<file path="src/rtl/core/cdq_pkg.sv">
package cdq_pkg;

  // Default sizing of the slot ring.
  localparam int DEPTH_DEF     = 8;
  localparam int WORD_BITS_DEF = 32;

  // Result word width and configuration port widths.
  localparam int OUT_W  = 32;
  localparam int CAP_W  = 4;
  localparam int ADDR_W = 3;
  localparam int DATA_W = 32;

  localparam logic [CAP_W-1:0] CAP_RESET = 4'd8;
  localparam logic [OUT_W-1:0] NEG_ONE   = '1;

  // Register index of the capacity register.
  localparam logic REG_CAPACITY = 1'b0;

  typedef enum logic [1:0] {
    REQ_PUSH_FRONT = 2'd0,
    REQ_PUSH_BACK  = 2'd1,
    REQ_POP_FRONT  = 2'd2,
    REQ_POP_BACK   = 2'd3
  } cdq_req_t;

  typedef enum logic [1:0] {
    ST_DONE  = 2'd0,
    ST_FULL  = 2'd1,
    ST_EMPTY = 2'd2
  } cdq_status_t;

  typedef struct packed {
    logic [OUT_W-1:0] data_out;
    cdq_status_t      status;
    logic             now_empty;
    logic             now_full;
    logic [OUT_W-1:0] head_value;
  } cdq_result_t;

endpackage

</file>
<file path="src/rtl/core/circular_deque_core.sv">
// A request's result is registered and offered in the cycle after it is accepted.
// Throughput: one request per cycle while results are taken; the queue state and the
// result register update together; the ring's two read ports prefetch neighbor words for pops.
// Reset (rst_n, synchronous, active low): queue empty, both pointers at slot 0,
// capacity 8, no result pending. Slot contents are not cleared.
module circular_deque_core #(
  parameter int DEPTH     = cdq_pkg::DEPTH_DEF,
  parameter int WORD_BITS = cdq_pkg::WORD_BITS_DEF
) (
  input  logic                              clk,
  input  logic                              rst_n,
  // Request channel.
  input  logic                              in_valid,
  output logic                              in_ready,
  input  logic [1:0]                        in_req_type,
  input  logic signed [31:0]                in_data_in,
  // Result channel.
  output logic                              out_valid,
  input  logic                              out_ready,
  output logic signed [31:0]                out_data_out,
  output logic [1:0]                        out_status,
  output logic                              out_now_empty,
  output logic                              out_now_full,
  output logic signed [31:0]                out_head_value,
  // Configuration port.
  input  logic                              cfg_psel,
  input  logic                              cfg_penable,
  input  logic                              cfg_pwrite,
  input  logic [cdq_pkg::ADDR_W-1:0]        cfg_paddr,
  input  logic [cdq_pkg::DATA_W-1:0]        cfg_pwdata,
  output logic [cdq_pkg::DATA_W-1:0]        cfg_prdata,
  output logic                              cfg_pready
);

  localparam int PTR_W = $clog2(DEPTH);

  logic [cdq_pkg::CAP_W-1:0] cap;
  logic                      flush;
  logic                      accept;
  logic [WORD_BITS-1:0]      word;
  logic                      we;
  logic [PTR_W-1:0]          waddr;
  logic [PTR_W-1:0]          raddr_a;
  logic [PTR_W-1:0]          raddr_b;
  logic [WORD_BITS-1:0]      rdata_a;
  logic [WORD_BITS-1:0]      rdata_b;
  cdq_pkg::cdq_result_t      res;
  cdq_pkg::cdq_result_t      res_r;
  logic                      out_valid_r;

  // The result register frees up whenever its content is taken, so a new request
  // is accepted in the same cycle that the previous result leaves.
  assign in_ready = !out_valid_r || out_ready;
  assign accept   = in_valid && in_ready;

  // Words are held at WORD_BITS; the pushed word is the request's bit pattern,
  // zero-extended or truncated to that width.
  assign word = WORD_BITS'(unsigned'(in_data_in));

  cdq_cfg u_cfg (
    .clk         (clk),
    .rst_n       (rst_n),
    .cfg_psel    (cfg_psel),
    .cfg_penable (cfg_penable),
    .cfg_pwrite  (cfg_pwrite),
    .cfg_paddr   (cfg_paddr),
    .cfg_pwdata  (cfg_pwdata),
    .cfg_prdata  (cfg_prdata),
    .cfg_pready  (cfg_pready),
    .cap         (cap),
    .flush       (flush)
  );

  cdq_ctrl #(
    .DEPTH     (DEPTH),
    .WORD_BITS (WORD_BITS),
    .PTR_W     (PTR_W)
  ) u_ctrl (
    .clk             (clk),
    .rst_n           (rst_n),
    .accept          (accept),
    .flush           (flush),
    .cap             (cap),
    .req             (cdq_pkg::cdq_req_t'(in_req_type)),
    .word            (word),
    .next_front_word (rdata_a),
    .prev_back_word  (rdata_b),
    .we              (we),
    .waddr           (waddr),
    .raddr_a         (raddr_a),
    .raddr_b         (raddr_b),
    .res             (res)
  );

  // The ring itself: one write port for pushes, two registered read ports that
  // track the slot after the front and the slot before the back.
  cdq_store #(
    .DEPTH     (DEPTH),
    .WORD_BITS (WORD_BITS),
    .PTR_W     (PTR_W)
  ) u_store (
    .clk     (clk),
    .we      (we),
    .waddr   (waddr),
    .wdata   (word),
    .raddr_a (raddr_a),
    .raddr_b (raddr_b),
    .rdata_a (rdata_a),
    .rdata_b (rdata_b)
  );

  always_ff @(posedge clk) begin
    if (!rst_n) begin
      out_valid_r <= 1'b0;
    end else if (accept) begin
      out_valid_r <= 1'b1;
    end else if (out_ready) begin
      out_valid_r <= 1'b0;
    end
  end

  always_ff @(posedge clk) begin
    if (accept) begin
      res_r <= res;
    end
  end

  assign out_valid      = out_valid_r;
  assign out_data_out   = signed'(res_r.data_out);
  assign out_status     = res_r.status;
  assign out_now_empty  = res_r.now_empty;
  assign out_now_full   = res_r.now_full;
  assign out_head_value = signed'(res_r.head_value);

endmodule

</file>
<file path="src/rtl/core/cdq_cfg.sv">
module cdq_cfg (
  input  logic                         clk,
  input  logic                         rst_n,
  input  logic                         cfg_psel,
  input  logic                         cfg_penable,
  input  logic                         cfg_pwrite,
  input  logic [cdq_pkg::ADDR_W-1:0]   cfg_paddr,
  input  logic [cdq_pkg::DATA_W-1:0]   cfg_pwdata,
  output logic [cdq_pkg::DATA_W-1:0]   cfg_prdata,
  output logic                         cfg_pready,
  output logic [cdq_pkg::CAP_W-1:0]    cap,
  output logic                         flush
);

  logic [cdq_pkg::CAP_W-1:0] cap_r;
  logic                      hit_cap;

  assign hit_cap    = (cfg_paddr[cdq_pkg::ADDR_W-1] == cdq_pkg::REG_CAPACITY);
  assign flush      = cfg_psel & cfg_penable & cfg_pwrite & hit_cap;
  assign cfg_pready = 1'b1;
  assign cap        = cap_r;

  always_comb begin
    cfg_prdata = '0;
    if (hit_cap) begin
      cfg_prdata = {{(cdq_pkg::DATA_W - cdq_pkg::CAP_W){1'b0}}, cap_r};
    end
  end

  always_ff @(posedge clk) begin
    if (!rst_n) begin
      cap_r <= cdq_pkg::CAP_RESET;
    end else if (flush) begin
      cap_r <= cfg_pwdata[cdq_pkg::CAP_W-1:0];
    end
  end

endmodule

</file>
<file path="src/rtl/core/cdq_store.sv">
module cdq_store #(
  parameter int DEPTH     = cdq_pkg::DEPTH_DEF,
  parameter int WORD_BITS = cdq_pkg::WORD_BITS_DEF,
  parameter int PTR_W     = $clog2(DEPTH)
) (
  input  logic                 clk,
  input  logic                 we,
  input  logic [PTR_W-1:0]     waddr,
  input  logic [WORD_BITS-1:0] wdata,
  input  logic [PTR_W-1:0]     raddr_a,
  input  logic [PTR_W-1:0]     raddr_b,
  output logic [WORD_BITS-1:0] rdata_a,
  output logic [WORD_BITS-1:0] rdata_b
);

  logic [WORD_BITS-1:0] mem [DEPTH];
  logic [WORD_BITS-1:0] rdata_a_r;
  logic [WORD_BITS-1:0] rdata_b_r;

  // Write-first: a read of the slot being written returns the new word.
  always_ff @(posedge clk) begin
    if (we) begin
      mem[waddr] <= wdata;
    end
    if (we && (waddr == raddr_a)) begin
      rdata_a_r <= wdata;
    end else begin
      rdata_a_r <= mem[raddr_a];
    end
    if (we && (waddr == raddr_b)) begin
      rdata_b_r <= wdata;
    end else begin
      rdata_b_r <= mem[raddr_b];
    end
  end

  assign rdata_a = rdata_a_r;
  assign rdata_b = rdata_b_r;

endmodule

</file>
<file path="src/rtl/core/cdq_ctrl.sv">
module cdq_ctrl #(
  parameter int DEPTH     = cdq_pkg::DEPTH_DEF,
  parameter int WORD_BITS = cdq_pkg::WORD_BITS_DEF,
  parameter int PTR_W     = $clog2(DEPTH)
) (
  input  logic                       clk,
  input  logic                       rst_n,
  input  logic                       accept,
  input  logic                       flush,
  input  logic [cdq_pkg::CAP_W-1:0]  cap,
  input  cdq_pkg::cdq_req_t          req,
  input  logic [WORD_BITS-1:0]       word,
  input  logic [WORD_BITS-1:0]       next_front_word,
  input  logic [WORD_BITS-1:0]       prev_back_word,
  output logic                       we,
  output logic [PTR_W-1:0]           waddr,
  output logic [PTR_W-1:0]           raddr_a,
  output logic [PTR_W-1:0]           raddr_b,
  output cdq_pkg::cdq_result_t       res
);

  logic [PTR_W-1:0]     front_r, front_nxt;
  logic [PTR_W-1:0]     back_r, back_nxt;
  logic                 empty_r, empty_nxt;
  logic [WORD_BITS-1:0] head_r, head_nxt;
  logic [WORD_BITS-1:0] tail_r, tail_nxt;
  logic [PTR_W-1:0]     last;
  logic                 full_cur;
  logic [cdq_pkg::OUT_W-1:0] dout;
  cdq_pkg::cdq_status_t status;

  function automatic logic [PTR_W-1:0] step_up(input logic [PTR_W-1:0] i,
                                               input logic [PTR_W-1:0] lst);
    step_up = (i == lst) ? '0 : i + PTR_W'(1);
  endfunction

  function automatic logic [PTR_W-1:0] step_down(input logic [PTR_W-1:0] i,
                                                 input logic [PTR_W-1:0] lst);
    step_down = (i == '0) ? lst : i - PTR_W'(1);
  endfunction

  function automatic logic [cdq_pkg::OUT_W-1:0] to_out(input logic [WORD_BITS-1:0] w);
    to_out = cdq_pkg::OUT_W'(signed'(w));
  endfunction

  // Highest slot index in use; zero acts as one slot, large values clamp to the ring.
  always_comb begin
    if (cap == '0) begin
      last = '0;
    end else if (32'(cap) > DEPTH) begin
      last = PTR_W'(DEPTH - 1);
    end else begin
      last = PTR_W'(cap - cdq_pkg::CAP_W'(1));
    end
  end

  assign full_cur = !empty_r && (step_up(back_r, last) == front_r);

  always_comb begin
    front_nxt = front_r;
    back_nxt  = back_r;
    empty_nxt = empty_r;
    head_nxt  = head_r;
    tail_nxt  = tail_r;
    we        = 1'b0;
    waddr     = '0;
    dout      = '0;
    status    = cdq_pkg::ST_DONE;
    if (flush) begin
      front_nxt = '0;
      back_nxt  = '0;
      empty_nxt = 1'b1;
    end else if (accept) begin
      case (req)
        cdq_pkg::REQ_PUSH_FRONT, cdq_pkg::REQ_PUSH_BACK: begin
          if (full_cur) begin
            status = cdq_pkg::ST_FULL;
          end else if (empty_r) begin
            front_nxt = '0;
            back_nxt  = '0;
            empty_nxt = 1'b0;
            we        = 1'b1;
            waddr     = '0;
            head_nxt  = word;
            tail_nxt  = word;
          end else if (req == cdq_pkg::REQ_PUSH_FRONT) begin
            front_nxt = step_down(front_r, last);
            we        = 1'b1;
            waddr     = front_nxt;
            head_nxt  = word;
          end else begin
            back_nxt = step_up(back_r, last);
            we       = 1'b1;
            waddr    = back_nxt;
            tail_nxt = word;
          end
        end
        cdq_pkg::REQ_POP_FRONT, cdq_pkg::REQ_POP_BACK: begin
          if (empty_r) begin
            status = cdq_pkg::ST_EMPTY;
            dout   = cdq_pkg::NEG_ONE;
          end else begin
            dout = (req == cdq_pkg::REQ_POP_FRONT) ? to_out(head_r) : to_out(tail_r);
            if (front_r == back_r) begin
              front_nxt = '0;
              back_nxt  = '0;
              empty_nxt = 1'b1;
            end else if (req == cdq_pkg::REQ_POP_FRONT) begin
              front_nxt = step_up(front_r, last);
              head_nxt  = next_front_word;
            end else begin
              back_nxt = step_down(back_r, last);
              tail_nxt = prev_back_word;
            end
          end
        end
        default: begin
          status = cdq_pkg::ST_DONE;
        end
      endcase
    end
  end

  // Prefetch the words that would become the front or back after a pop.
  assign raddr_a = step_up(front_nxt, last);
  assign raddr_b = step_down(back_nxt, last);

  always_comb begin
    res.data_out   = dout;
    res.status     = status;
    res.now_empty  = empty_nxt;
    res.now_full   = !empty_nxt && (step_up(back_nxt, last) == front_nxt);
    res.head_value = empty_nxt ? cdq_pkg::NEG_ONE : to_out(head_nxt);
  end

  always_ff @(posedge clk) begin
    if (!rst_n) begin
      front_r <= '0;
      back_r  <= '0;
      empty_r <= 1'b1;
    end else begin
      front_r <= front_nxt;
      back_r  <= back_nxt;
      empty_r <= empty_nxt;
    end
  end

  always_ff @(posedge clk) begin
    head_r <= head_nxt;
    tail_r <= tail_nxt;
  end

endmodule

</file>
<file path="config.mk">
export PLATFORM = sky130hd
export DESIGN_NAME = circular_deque_core
export DESIGN_NICKNAME = d
export VERILOG_FILES = /design/src/rtl/core/cdq_pkg.sv /design/src/rtl/core/circular_deque_core.sv /design/src/rtl/core/cdq_cfg.sv /design/src/rtl/core/cdq_store.sv /design/src/rtl/core/cdq_ctrl.sv
export SDC_FILE = /design/constraint.sdc
export NUM_CORES = 1
export LEC_CHECK = 0
export ABC_CLOCK_PERIOD_IN_PS = 14200
export BUFFER_PORTS_ARGS = -buffer_cell sky130_fd_sc_hd__buf_2
export CORE_MARGIN = 4
export CORE_UTILIZATION = 45
export DETAILED_ROUTE_END_ITERATION = 7
export SYNTH_ARGS = -nofsm -noshare
export SYNTH_HDL_FRONTEND = slang
export SYNTH_SLANG_ARGS = --single-unit
</file>
<file path="constraint.sdc">
create_clock -name clk -period 14.2 [get_ports clk]
set_input_delay 1.42 -clock clk [delete_from_list [all_inputs] [get_ports clk]]
set_output_delay 1.42 -clock clk [all_outputs]
set_load 0.005 [all_outputs]
</file>
# Yosys cells after proc, flatten, opt, wreduce, memory -nomap -nowiden
# Memories as Yosys holds them, arrays and structs flattened. A register that Yosys moved wholly into a read port is not among the register bits.
# Cells that the tools add are included.
dict set report classes {
  add_sub_neg 8
  multipliers 0
  div_mod_pow 0
  n_lt_le_gt_ge 1
  eq_ne 15
  n_shift 0
  n_mux 69
  bitwise_logic 6
  n_reduce_logical 17
}
# op n
set ops {}
lappend ops {{$mux 32} 16}
lappend ops {{$pmux 32 s2} 2}
lappend ops {{$mux 3} 31}
lappend ops {{$eq 3x3->1} 7}
lappend ops {{$mux 1} 14}
lappend ops {{$add 3x1->3 const B} 4}
lappend ops {{$pmux 3 s2} 2}
lappend ops {{$sub 3x1->3 const B} 4}
lappend ops {{$logic_not 3->1} 3}
lappend ops {{$ne 2x2->1 const B} 4}
lappend ops {{$reduce_and 7->1} 1}
lappend ops {{$reduce_or 2->1} 3}
lappend ops {{$eq 2x2->1 const B} 2}
lappend ops {{$gt 4x4->1 const B} 1}
lappend ops {{$logic_not 4->1} 1}
lappend ops {{$mux 4} 1}
lappend ops {{$pmux 2 s2} 1}
lappend ops {{$and 1x1->1} 3}
lappend ops {{$logic_and 1x1->1} 3}
lappend ops {{$logic_not 1->1} 3}
lappend ops {{$ne 3x2->1 const B} 1}
lappend ops {{$not 1->1} 3}
lappend ops {{$eq 2x1->1 const B} 1}
lappend ops {{$logic_not 2->1} 1}
lappend ops {{other kinds (4)} 4}
dict set report totals {
  register_bits 144
  latch_bits 0
  ramBits 256
  mem_bits_ro 0
  input_bits 76
  out_inout_bits 103
  elab_cells 129
  mem_count 1
}
# name depth width read_ports rd_ports_with_merged_regs write_ports line_no
set memory_table {}
lappend memory_table {u_store.mem 8 32 2 2 1 cdq_store.sv:16} ;# logic [WORD_BITS-1:0] mem [DEPTH];

# Longest topological paths before layout
# Gate-level depths: netlist of run 1.
dict set report logic_depth {
  word_depth 15
  depth_mapped 17
  ltp_nobuf 15
}

# Modules after synthesis
# From an unflattened synthesis of run 1, not the netlist that was laid out.
dict set report hier_totals {
  cells_unflattened 1252
  hier_area_um2 19541.2
}
# module n_inst cells_per_inst area_per_inst_um2 seq_area_each_um2
set by_module_without_submodules {}
lappend by_module_without_submodules {cdq_store 1 503 12014.0 7807.5}
lappend by_module_without_submodules {cdq_ctrl 1 623 4991.0 1741.7}
lappend by_module_without_submodules {circular_deque_core 1 73 2099.5 2062.0}
lappend by_module_without_submodules {cdq_cfg 1 53 436.7 80.1}

# Worst setup path after synthesis of run 1
# Ideal clock, no wire load.
dict set report synth_timing {
  path_type {input port to flip-flop}
  from {input out_ready}
  to {memory u_store.mem[7][0] (netlist bit) (enable)}
  setup_ps 461
  t_arrival_ps 6073
  required_ps 13739
  path_slack_ps 7666
  path_stages 7
  n_path_buf 1
  cell_sequence {nand2b_1 > nand2_1 > clkinv_1 > nand2_1 > clkbuf_1 > or3_1 > nor3_1}
}
dict set report synth_between {
  elab_chain_cells 6
  word_cells_on_any_way 8
  classes_between {mux: 6; reduce/logical: 2}
}
# element line_no
set synth_lines {}
lappend synth_lines {{start, declared} circular_deque_core.sv:19} ;# input logic out_ready,
lappend synth_lines {{$logic_or 1x1->1 *} circular_deque_core.sv:53} ;# assign in_ready = !out_valid_r || out_ready;
lappend synth_lines {{$logic_and 1x1->1 *} circular_deque_core.sv:54} ;# assign accept = in_valid && in_ready;
lappend synth_lines {{net accept} circular_deque_core.sv:39} ;# logic accept;
lappend synth_lines {{$mux 1} cdq_ctrl.sv:73} ;# end else if (accept) begin
lappend synth_lines {{$mux 1} cdq_ctrl.sv:69} ;# if (flush) begin
lappend synth_lines {{$mux 1} cdq_store.sv:22} ;# if (we) begin
lappend synth_lines {{$mux 1 (not written as such)} cdq_store.sv:23} ;# mem[waddr] <= wdata;
lappend synth_lines {{end, declared} cdq_store.sv:16}
# Mark *: on every way through the listed nets, which the timed path passes. The rest lies on a longest branch.

# Worst setup path after layout of run 1
dict set report layout_timing {
  from {register u_cfg.cap_r (netlist bit u_cfg.cap[0])}
  to {register res_r (netlist bit out_head_value[27]), data pin}
}
dict set report layout_between {
  elab_chain_cells 11
  word_cells_on_any_way 17
  classes_between {add/sub: 1; order compare: 1; eq/ne: 2; mux: 11; reduce/logical: 2}
}
# element line_no
set layout_lines {}
lappend layout_lines {{start, declared} cdq_cfg.sv:15} ;# logic [cdq_pkg::CAP_W-1:0] cap_r;
lappend layout_lines {{start signal, assigned} cdq_cfg.sv:32} ;# cap_r <= cdq_pkg::CAP_RESET;
lappend layout_lines {{start signal, assigned} cdq_cfg.sv:34} ;# cap_r <= cfg_pwdata[cdq_pkg::CAP_W-1:0];
lappend layout_lines {{$gt 4x4->1 or $sub 3x1->3 (tied branches)} {cdq_ctrl.sv:50, cdq_ctrl.sv:53}}
lappend layout_lines {{$mux 3} cdq_ctrl.sv:50} ;# end else if (32'(cap) > DEPTH) begin
lappend layout_lines {{$mux 3 *} cdq_ctrl.sv:48} ;# if (cap == '0) begin
lappend layout_lines {{$eq 3x3->1 *} cdq_ctrl.sv:34} ;# step_up = (i == lst) ? '0 : i + PTR_W'(1);
lappend layout_lines {{$mux 3 *} cdq_ctrl.sv:34}
lappend layout_lines {{$eq 3x3->1 *} cdq_ctrl.sv:57} ;# assign full_cur = !empty_r && (step_up(back_r, last) == front_r);
lappend layout_lines {{$logic_and 1x1->1 *} cdq_ctrl.sv:57}
lappend layout_lines {{$mux 32 *} cdq_ctrl.sv:76} ;# if (full_cur) begin
lappend layout_lines {{$pmux 32 s2 *} cdq_ctrl.sv:74} ;# case (req)
lappend layout_lines {{$mux 32 *} cdq_ctrl.sv:73}
lappend layout_lines {{$mux 32 *} cdq_ctrl.sv:69}
lappend layout_lines {{net u_ctrl.head_nxt[27]} cdq_ctrl.sv:25} ;# logic [WORD_BITS-1:0] head_r, head_nxt;
lappend layout_lines {{end signal, assigned} circular_deque_core.sv:124} ;# res_r <= res;
lappend layout_lines {{end, declared} circular_deque_core.sv:48} ;# cdq_pkg::cdq_result_t res_r;
# Marked as above.
# A chain may end at the register's enable or synchronous reset.

==> flow_summary.toml, run 1 <==
[logic_synthesis]
ys_seq_area_share_pct = 60.75
synth_cells = 1311
yosysWarnings = 0
avgSynthCellArea_um2 = 14.68
ys_seq_elements = 406
synth_area_leaders = "edfxtp_1, mux4_2, dfxtp_1, mux2i_1, nand2_1"
syn_area_mm2 = 0.01925
yosysMostFrequentCell = "edfxtp_1"
synth-main-ff-cell = "edfxtp_1"
synthArstFlopShare_pct = 0
synth_top_area_cell = "edfxtp_1"
synth_common_cells = "edfxtp_1, mux4_2, nand2_1"
synth.distinct_cells = 71
synth_edf_count = 356
synth_top_cell_area_share_pct = 55.55

[sta]
max_slew_margin_pct = 27.26
setup_viol = 0
period_needed_ns = 5.170
finalCritPeriodShare_pct = 36.41
rsz0062_at_grt = "no"
worst_slew_pin_slew_ns = 1.091
slew_viol_final = 0
fmax_mhz = 193.4
setup_tns_ns = 0
finalHoldViolations = 0
fin_worst_skew_ns = 0.02218

[hold_path]
hp-class = "reg2reg"
hold-path-endpoint = "u_cfg.cap[1]"
hold_depth = 2
hold_start = "u_cfg.cap[1]"

[clock_tree]
hold_buffers = 0
post_cts_resize_count = 0
cts_sinks = 406
cts_setup_buffers = 0
clockBufferDepth = 3
cts_buffers = 43
insertion_delay_ns = 0.57
htree_levels = 2
cts_tree = "built"
clk_pin_slew_worst_paths_ns = 0.06
root_buffer = "clkbuf_16"

[setup_path]
crit_slowest_cell = "a41oi_4"
path_max_fanout = 17
critPathLaunchType = "flip-flop"
reg2reg_depth = 13
crit_type = "reg2reg"
rr_startpoint = "u_cfg.cap[0]"
arrival_ns = 5.46
regToRegSetupSlack_ns = 9.03
crit_chain = "inv_1 > ha_1 > and2b_1 > nor2_2 > o311ai_4 > nand3_4 > or2_1 > a41oi_4 > nor2_4 > nand2_4 > nand2_2 > o221a_2 > nand2b_1"
crit_path_max_incr_delay_ns = 0.82
required_ns = 14.49
endpoint_kind = "flip-flop"
r2r-end = "out_head_value[27]"

[grt]
grt_max_degree = 74
antenna_found_initial = 4
grt_pass1_vias = 11920
grt_usage_pct = 21.30
grt-ovfl-total = 0
grt_pass1_wl_um = 74460

[place]
place_hpwl_um = 26880
gp_congestion = 0.8975
io_buffer_count = 119

[layout]
post-route-util_pct = 51.56
multiInputGateArea_mm2 = 0.007106
final_nets = 1495
regArea_mm2 = 0.01171
syn2layout_area_growth_pct = 12.87
nFillCells = 3491
drive_gt1_share_pct = 26.21

[drt]
ant_nets = 0
drt-total-wl_um = 50340
drtIter0Drc = 1205
first_pass_iters = 6
routedWlPerCell_um = 25.40
drc = 0
vias_per_cell = 6.052
vias = 12000

[die]
initial_core_util_pct = 45.68
coreArea_mm2 = 0.04213
die_y_um = 214.8
dieWidth_um = 214.8
ioPinCount = 179
num_rows = 75
die_area_mm2 = 0.04614

[power_and_ir_drop]
p_total_w = 0.002842
internal_power_w = 0.002169
vdd_drop_max_uv = 69.57
p_per_area_mw_per_mm2 = 130.8
p_leak_nw = 7.440
power_switching_w = 0.0006735
p_clk_share_pct = 38.8
p_sw_share_pct = 23.69
comb_power_share_pct = 12.2
sequentialPowerShare_pct = 49.1

[status]
outcome = "complete, no violations"

[job]
drv_cap = 0
## worst max-delay path, delay by kind of cell (launching register included)
family	cells	cell delay [ns]
AND/OR/NAND/NOR	8	2.31
AO/OA/AOI/OAI	3	1.72
flip-flops	1	0.41
adder cells (fa/ha/maj)	1	0.31
buffers and inverters	1	0.13
## flip-flops by register name, indices dropped and copies added, names as in the netlist, named ones only
signal,cells
u_store.mem,256
u_cfg.cap,4
out_valid,1
u_ctrl.front_r,3
u_ctrl.tail_r,32
out_now_full,1
out_data_out,32
u_ctrl.head_r,32
out_status,2
u_ctrl.empty_r,1
out_head_value,32
out_now_empty,1
u_ctrl.back_r,3
## layout make-up
class                      count  share of cell area (%)
sequential                   406                   53.89
inverter                      19                  0.3341
clock inverter                11                  0.5702
tap                          539                   3.104
timing repair buffer         144                   3.617
antenna                        1                 0.01152
clock buffer                  68                   5.765
multi-input combinational    794                   32.71
## power groups by stage
| stage | sequential [W] | clock (W) | combinational (W) |
|---|---|---|---|
| finish | 0.00139 | 0.00110 | 0.000345 |
| global route | 0.00140 | 0.00118 | 0.000374 |
| CTS | 0.00139 | 0.00113 | 0.000347 |
| detailed placement | 0.00142 | 0 | 0.000346 |
| global placement | 0.00142 | 0 | 0.000340 |
| floorplan | 0.00140 | 0 | 0.000251 |
## cells in the final DEF, fill, tap and decap left out, types with 4 or more instances in the layout
master	instances
o21ai_0	24
clkinv_2	4
a22oi_1	32
a211oi_1	6
clkbuf_8	4
nand2b_1	37
buf_4	26
buf_2	118
clkbuf_16	45
clkbuf_1	19
nand4_1	4
edfxtp_1	356
nor2b_1	6
o211ai_1	5
mux4_2	128
conb_1	29
a21oi_1	65
o221a_2	15
ha_1	11
xor2_1	10
nor4_1	5
nand4b_1	4
nor3_1	7
nand3_1	14
o21ai_1	10
dfxtp_1	44
nor2_1	83
nand2_1	120
inv_1	17
a31oi_1	40
mux2i_1	67
clkinv_1	5
nor2_4	10
xnor2_1	5
## worst max-delay path by stage
stage	end	from	slack [ns]	cells past startpoint
2_1_floorplan	u_store.mem[7][0]	out_ready	7.67	7
3_3_place_gp	out_head_value[15]	u_cfg.cap[0]	9.12	13
3_5_place_dp	out_head_value[27]	u_cfg.cap[0]	9.12	13
4_1_cts	out_head_value[27]	u_cfg.cap[0]	9.08	13
5_1_grt	out_head_value[27]	u_cfg.cap[0]	8.79	13
6_report	out_head_value[27]	u_cfg.cap[0]	9.03	13
## kinds of logic (layout without fill, tap and decap cells)
family / after synthesis / count (layout) / share of synthesized area, %
DFF: 406 / 406 / 60.75
and+or+nand+nor: 317 / 317 / 7.749
AOI/OAI and AO/OA: 222 / 222 / 7.925
muxes: 195 / 195 / 18.46
buffers and inverters: 138 / 242 / 3.309
xor gates and xnor gates: 17 / 17 / 0.8906
adders and majority gates: 14 / 14 / 0.8776
other: 2 / 30 / 0.03902
## per-stage QoR
stage | setup slack, ns | hold slack, ns | std cells | area, µm²
2_1_floorplan | 7.666 | 0.4363 | 1338 | 19350
3_3_place_gp | 9.123 | 0.4459 | 1902 | 20340
3_5_place_dp | 9.115 | 0.4522 | 1902 | 20340
4_1_cts | 9.082 | 0.4605 | 1981 | 21720
5_1_grt | 8.792 | 0.5097 | 1981 | 21720
6_report | 9.030 | 0.4581 | 1982 | 21720
## layer usage
layer / up-vias / wire [µm] / global-route usage [%] / share of wire [%]
met5: - / 35 / 0 / 0.070
met1: 6171 / 20970 / 28.80 / 42
met2: 444 / 24900 / 35.64 / 49
met3: 81 / 3468 / 4.054 / 6.9
met4: 6 / 963 / 5.922 / 1.9
li1: 5294 / - / - / -
No activity file was read; power rests on OpenSTA's default activity.
==> inputs of run 2 (changes only) <==
- ABC_CLOCK_PERIOD_IN_PS: 14200 -> 4400
- PLACE_DENSITY: not set -> 0.66
- clock period: 14.2 -> 4.4 ns (I/O delays scaled with it)
==> run 2 against run 1 <==
Net effect: critical path depth decreased by 2; global-route usage fell by 0.31 points; clock-buffer cell count shrank 20; maximum frequency grew 24%; clock skew increased by 0.0033 ns; final cell count grew 1.2%; die area stayed put; utilization up 0.64 points; combinational power grew to 3.2 times the previous value; largest power group unchanged.
==> flow_summary.toml, run 2 (synthesis results as in run 1) <==
[place]
place_ws_ns = 0.3355
dpl_cell_area_mm2 = 0.02057
io_buffer_count = 119
gp_congestion = 0.9006
place_hpwl_um = 28920

[sta]
max_slew_margin_pct = 12.88
fin_worst_skew_ns = 0.02551
slew_viol_final = 0
finalCritPeriodShare_pct = 94.80
worst_slack_ns = 0.2288
finalHoldViolations = 0
setup_viol = 0
fmax_mhz = 239.7
setup_tns_ns = 0
rsz0062_at_grt = "no"
worst_slew_pin_slew_ns = 1.304
period_needed_ns = 4.171

[clock_tree]
insertion_delay_ns = 0.57
cts_tree = "built"
root_buffer = "clkbuf_16"
post_cts_resize_count = 0
htree_levels = 2
cts_sinks = 406
cts_buffers = 42
hold_buffers = 0
clk_pin_slew_worst_paths_ns = 0.06
clockBufferDepth = 3
cts_setup_buffers = 0

[power_and_ir_drop]
p_per_area_mw_per_mm2 = 421.4
p_leak_nw = 7.614
vdd_drop_max_uv = 280.1

[setup_path]
crit_type = "reg2reg"
arrival_ns = 4.38
path_max_fanout = 19
rr_startpoint = "u_cfg.cap[0]"
reg2reg_depth = 11
r2r-end = "u_store.mem[6][20]"
critPathLaunchType = "flip-flop"
required_ns = 4.61
regToRegSetupSlack_ns = 0.23
endpoint_kind = "flip-flop"

[grt]
grt_pass1_wl_um = 74440
grt_max_degree = 65
grt_usage_pct = 20.99
antenna_found_initial = 6
grt_pass1_vias = 12210
grt-ovfl-total = 0

[hold_path]
hp-class = "in2reg"
hold_depth = 3
hold-path-endpoint = "u_cfg.cap[3]"
hold_start = "cfg_pwdata[3]"

[drt]
drtIter0Drc = 1155
vias_per_cell = 6.066
drt-total-wl_um = 49200
drc = 0
routedWlPerCell_um = 24.53
vias = 12170
ant_nets = 0
first_pass_iters = 6

[die]
initial_core_util_pct = 45.68
dieWidth_um = 214.8
num_rows = 75
ioPinCount = 179
die_y_um = 214.8
die_area_mm2 = 0.04614
coreArea_mm2 = 0.04213

[layout]
post-route-util_pct = 52.20
syn2layout_area_growth_pct = 14.28
final_cell_mix = "edfxtp_1, mux4_2, nand2_1, buf_2, nor2_1"
top_register = "u_store.mem"
layout_commonest_cell = "edfxtp_1"
finalInstanceArea_mm2 = 0.02199
final_nets = 1519
drive_gt1_share_pct = 28.24
largest_reg_flops = 256

[job]
drv_cap = 0

[status]
outcome = "complete, no violations"
[run 2: per-stage QoR]
stage	std cells	power (W)	hold WS (ns)
2_1_floorplan	1338	0.005339	0.4363
3_3_place_gp	1927	0.005680	0.4507
3_5_place_dp	1927	0.005704	0.4608
4_1_cts	2005	0.009349	0.06824
5_1_grt	2005	0.009625	0.09979
6_report	2006	0.009268	0.09331
[run 2: routing by layer]
layer / routed length, µm / part of all wire [%] / GRT usage (%)
met1: 20280 / 41 / 28.60
met2: 23380 / 48 / 34.13
met3: 4195 / 8.5 / 4.718
met4: 1290 / 2.6 / 6.311
met5: 57 / 0.12 / 0
[run 2: how the worst max path moves through the flow]
| stage | from | endpoint | cells after the start |
|---|---|---|---|
| final | u_cfg.cap[0] | u_store.mem[6][20] | 11 |
| after global routing | u_cfg.cap[0] | out_now_full | 15 |
| after detailed placement | u_cfg.cap[0] | u_store.mem[6][19] | 11 |
| after floorplan | u_cfg.cap[0] | u_store.mem[1][0] | 9 |
| after CTS | u_cfg.cap[0] | out_head_value[15] | 13 |
| after global placement | u_cfg.cap[0] | out_head_value[15] | 13 |
[run 2: final cells by class]
cell class,count,area [µm²]
fill,3427,20140
sequential,406,11700
multi-input combinational,794,7113
clock buffer,48,1084
timing repair buffer,169,1011
tap,539,674.4
clock inverter,30,332.8
inverter,19,72.57
antenna,1,2.502
[run 2: where the power goes]
part	switching (W)	leakage, nW	internal, W	total [W]
registers	0.000145	3.64	0.00438	0.00452
logic	0.000590	3.29	0.000509	0.00110
clock network	0.00150	0.685	0.00214	0.00364
total	0.00224	7.61	0.00703	0.00927
[run 2: worst max-delay path, stage by stage (launching register included)]
cell	delay (ns)
dfxtp_1	0.40
inv_1	0.13
ha_1	0.29
and2b_1	0.31
nor2_2	0.14
o311ai_4	0.47
a31oi_1	0.25
or2_1	0.35
nor2_2	0.30
nand4_1	0.48
nor3_4	0.28
buf_4	0.41
==> inputs of run 3 (changes only) <==
- CORE_UTILIZATION: 45 -> 54
- PLACE_DENSITY: 0.66 -> 0.76
==> run 3 against run 2 <==
Net effect: combinational power is essentially flat; clock skew shrank 0.0042 ns; first-iteration DRC count grew 20%; critical path depth grew 2; hold slack gained 0.046 ns; clock-buffer cell count shrank 4; design area shrank 0.17%; via count grew 2.0%; wire length shrank 1.1%.
==> flow_summary.toml, run 3 (synthesis results as in run 1) <==
[layout]
multiInputGateArea_mm2 = 0.007114
syn2layout_area_growth_pct = 14.09
layout_commonest_cell = "edfxtp_1"
nFillCells = 2520
top_register = "u_store.mem"
drive_gt1_share_pct = 28.36
final_cell_mix = "edfxtp_1, mux4_2, nand2_1, buf_2, nor2_1"
largest_reg_flops = 256
regArea_mm2 = 0.01170
final_cells = 1923
final_nets = 1522

[clock_tree]
hold_buffers = 0
root_buffer = "clkbuf_16"
clk_pin_slew_worst_paths_ns = 0.06
htree_levels = 2
cts_sinks = 406
cts_buffers = 40
cts_tree = "built"
insertion_delay_ns = 0.54
clockBufferDepth = 3

[drt]
drc = 0
first_pass_iters = 5
routedWlPerCell_um = 25.30
vias = 12410
drt-total-wl_um = 48640
drtIter0Drc = 1389
ant_nets = 0
vias_per_cell = 6.451

[setup_path]
arrival_ns = 4.38
endpoint_kind = "flip-flop"
path_max_fanout = 17
reg2reg_depth = 13
regToRegSetupSlack_ns = 0.27
crit_type = "reg2reg"
required_ns = 4.65
rr_startpoint = "u_cfg.cap[0]"
r2r-end = "out_head_value[30]"
critPathLaunchType = "flip-flop"

[hold_path]
hold_depth = 2
hold-path-endpoint = "u_ctrl.empty_r"
hold_start = "rst_n"
hp-class = "in2reg"

[sta]
setup_viol = 0
max_slew_margin_pct = 29.29
setup_tns_ns = 0
period_needed_ns = 4.128
worst_slew_pin_slew_ns = 1.061
fmax_mhz = 242.3
worst_slack_ns = 0.2722
finalHoldViolations = 0
finalCritPeriodShare_pct = 93.81
slew_viol_final = 0
fin_worst_skew_ns = 0.02135
rsz0062_at_grt = "no"
whs_ns = 0.1396

[die]
die_y_um = 196.8
die_area_mm2 = 0.03872
coreArea_mm2 = 0.03488
ioPinCount = 179
num_rows = 68
dieWidth_um = 196.8
initial_core_util_pct = 55.17

[grt]
grt_usage_pct = 24.83
grt_max_degree = 53
grt_pass1_wl_um = 74290
grt-ovfl-total = 0
grt_pass1_vias = 12600
antenna_found_initial = 3

[status]
outcome = "complete, no violations"

[place]
place_inst = 1845
place_hpwl_um = 29060
gp_congestion = 0.9124
io_buffer_count = 119
place_ws_ns = 0.1790

[power_and_ir_drop]
p_leak_nw = 7.620
p_total_w = 0.009124
vdd_drop_max_uv = 267.7
p_per_area_mw_per_mm2 = 415.5

[job]
drv_cap = 0
run 3: how the worst max path moves through the flow:
stage / cells past startpoint / from / to / slack, ns
after global placement: 13 / u_cfg.cap[0] / out_head_value[19] / 0.31
after CTS: 13 / u_cfg.cap[0] / out_head_value[21] / 0.17
after floorplan: 9 / u_cfg.cap[0] / u_store.mem[1][0] / 0.06
after detailed placement: 13 / u_cfg.cap[0] / out_head_value[16] / 0.18
after global routing: 15 / u_cfg.cap[0] / out_now_full / 0.02
final: 13 / u_cfg.cap[0] / out_head_value[30] / 0.27
run 3: what timing repair did:
action / 4_1_cts / 5_1_grt
setup buffers: 0 / 3
endpoints found under the setup margin: 0 / 17
resized for setup: 0 / 1
endpoints found under the hold margin: 0 / 0
run 3: critical path, cell delays in order, from the launching register on:
cell,delay [ns]
dfxtp_1,0.39
inv_1,0.12
ha_1,0.30
nor2b_1,0.21
maj3_2,0.43
xnor2_2,0.26
nand3_4,0.12
or2_1,0.38
a41oi_4,0.29
nor2_4,0.09
nand2_4,0.29
nand2_2,0.42
o221a_2,0.39
nand2b_1,0.14
run 3: power by group:
part           total, W  internal (W)  switching, W
Sequential      0.00456       0.00438      0.000185
Clock           0.00348       0.00204       0.00143
Combinational   0.00108      0.000519      0.000566
Total           0.00912       0.00694       0.00219
run 3: routing by layer:
metal / wire (µm) / global-route usage [%] / share of wire [%] / vias up
met2: 24170 / 41.41 / 50 / 697
met5: 28 / 0 / 0.058 / -
met4: 1474 / 8.115 / 3.0 / 4
met3: 4299 / 4.171 / 8.8 / 115
met1: 18670 / 33.83 / 38 / 6243
li1: - / - / - / 5347
run 3: metrics by stage:
stage | util, % | area [µm²]
final | 62.94 | 21960
after global routing | 62.94 | 21960
after CTS | 62.87 | 21930
after detailed placement | 58.97 | 20570
after global placement | 58.97 | 20570
after floorplan | - | 19360
run 3: layout make-up:
type | count | area share, %
Sequential cell | 406 | 53.30
Multi-Input combinational cell | 794 | 32.40
Timing Repair Buffer | 174 | 5.174
Clock buffer | 44 | 4.821
Tap cell | 455 | 2.593
Clock inverter | 30 | 1.368
Inverter | 19 | 0.3305
Antenna cell | 1 | 0.01140
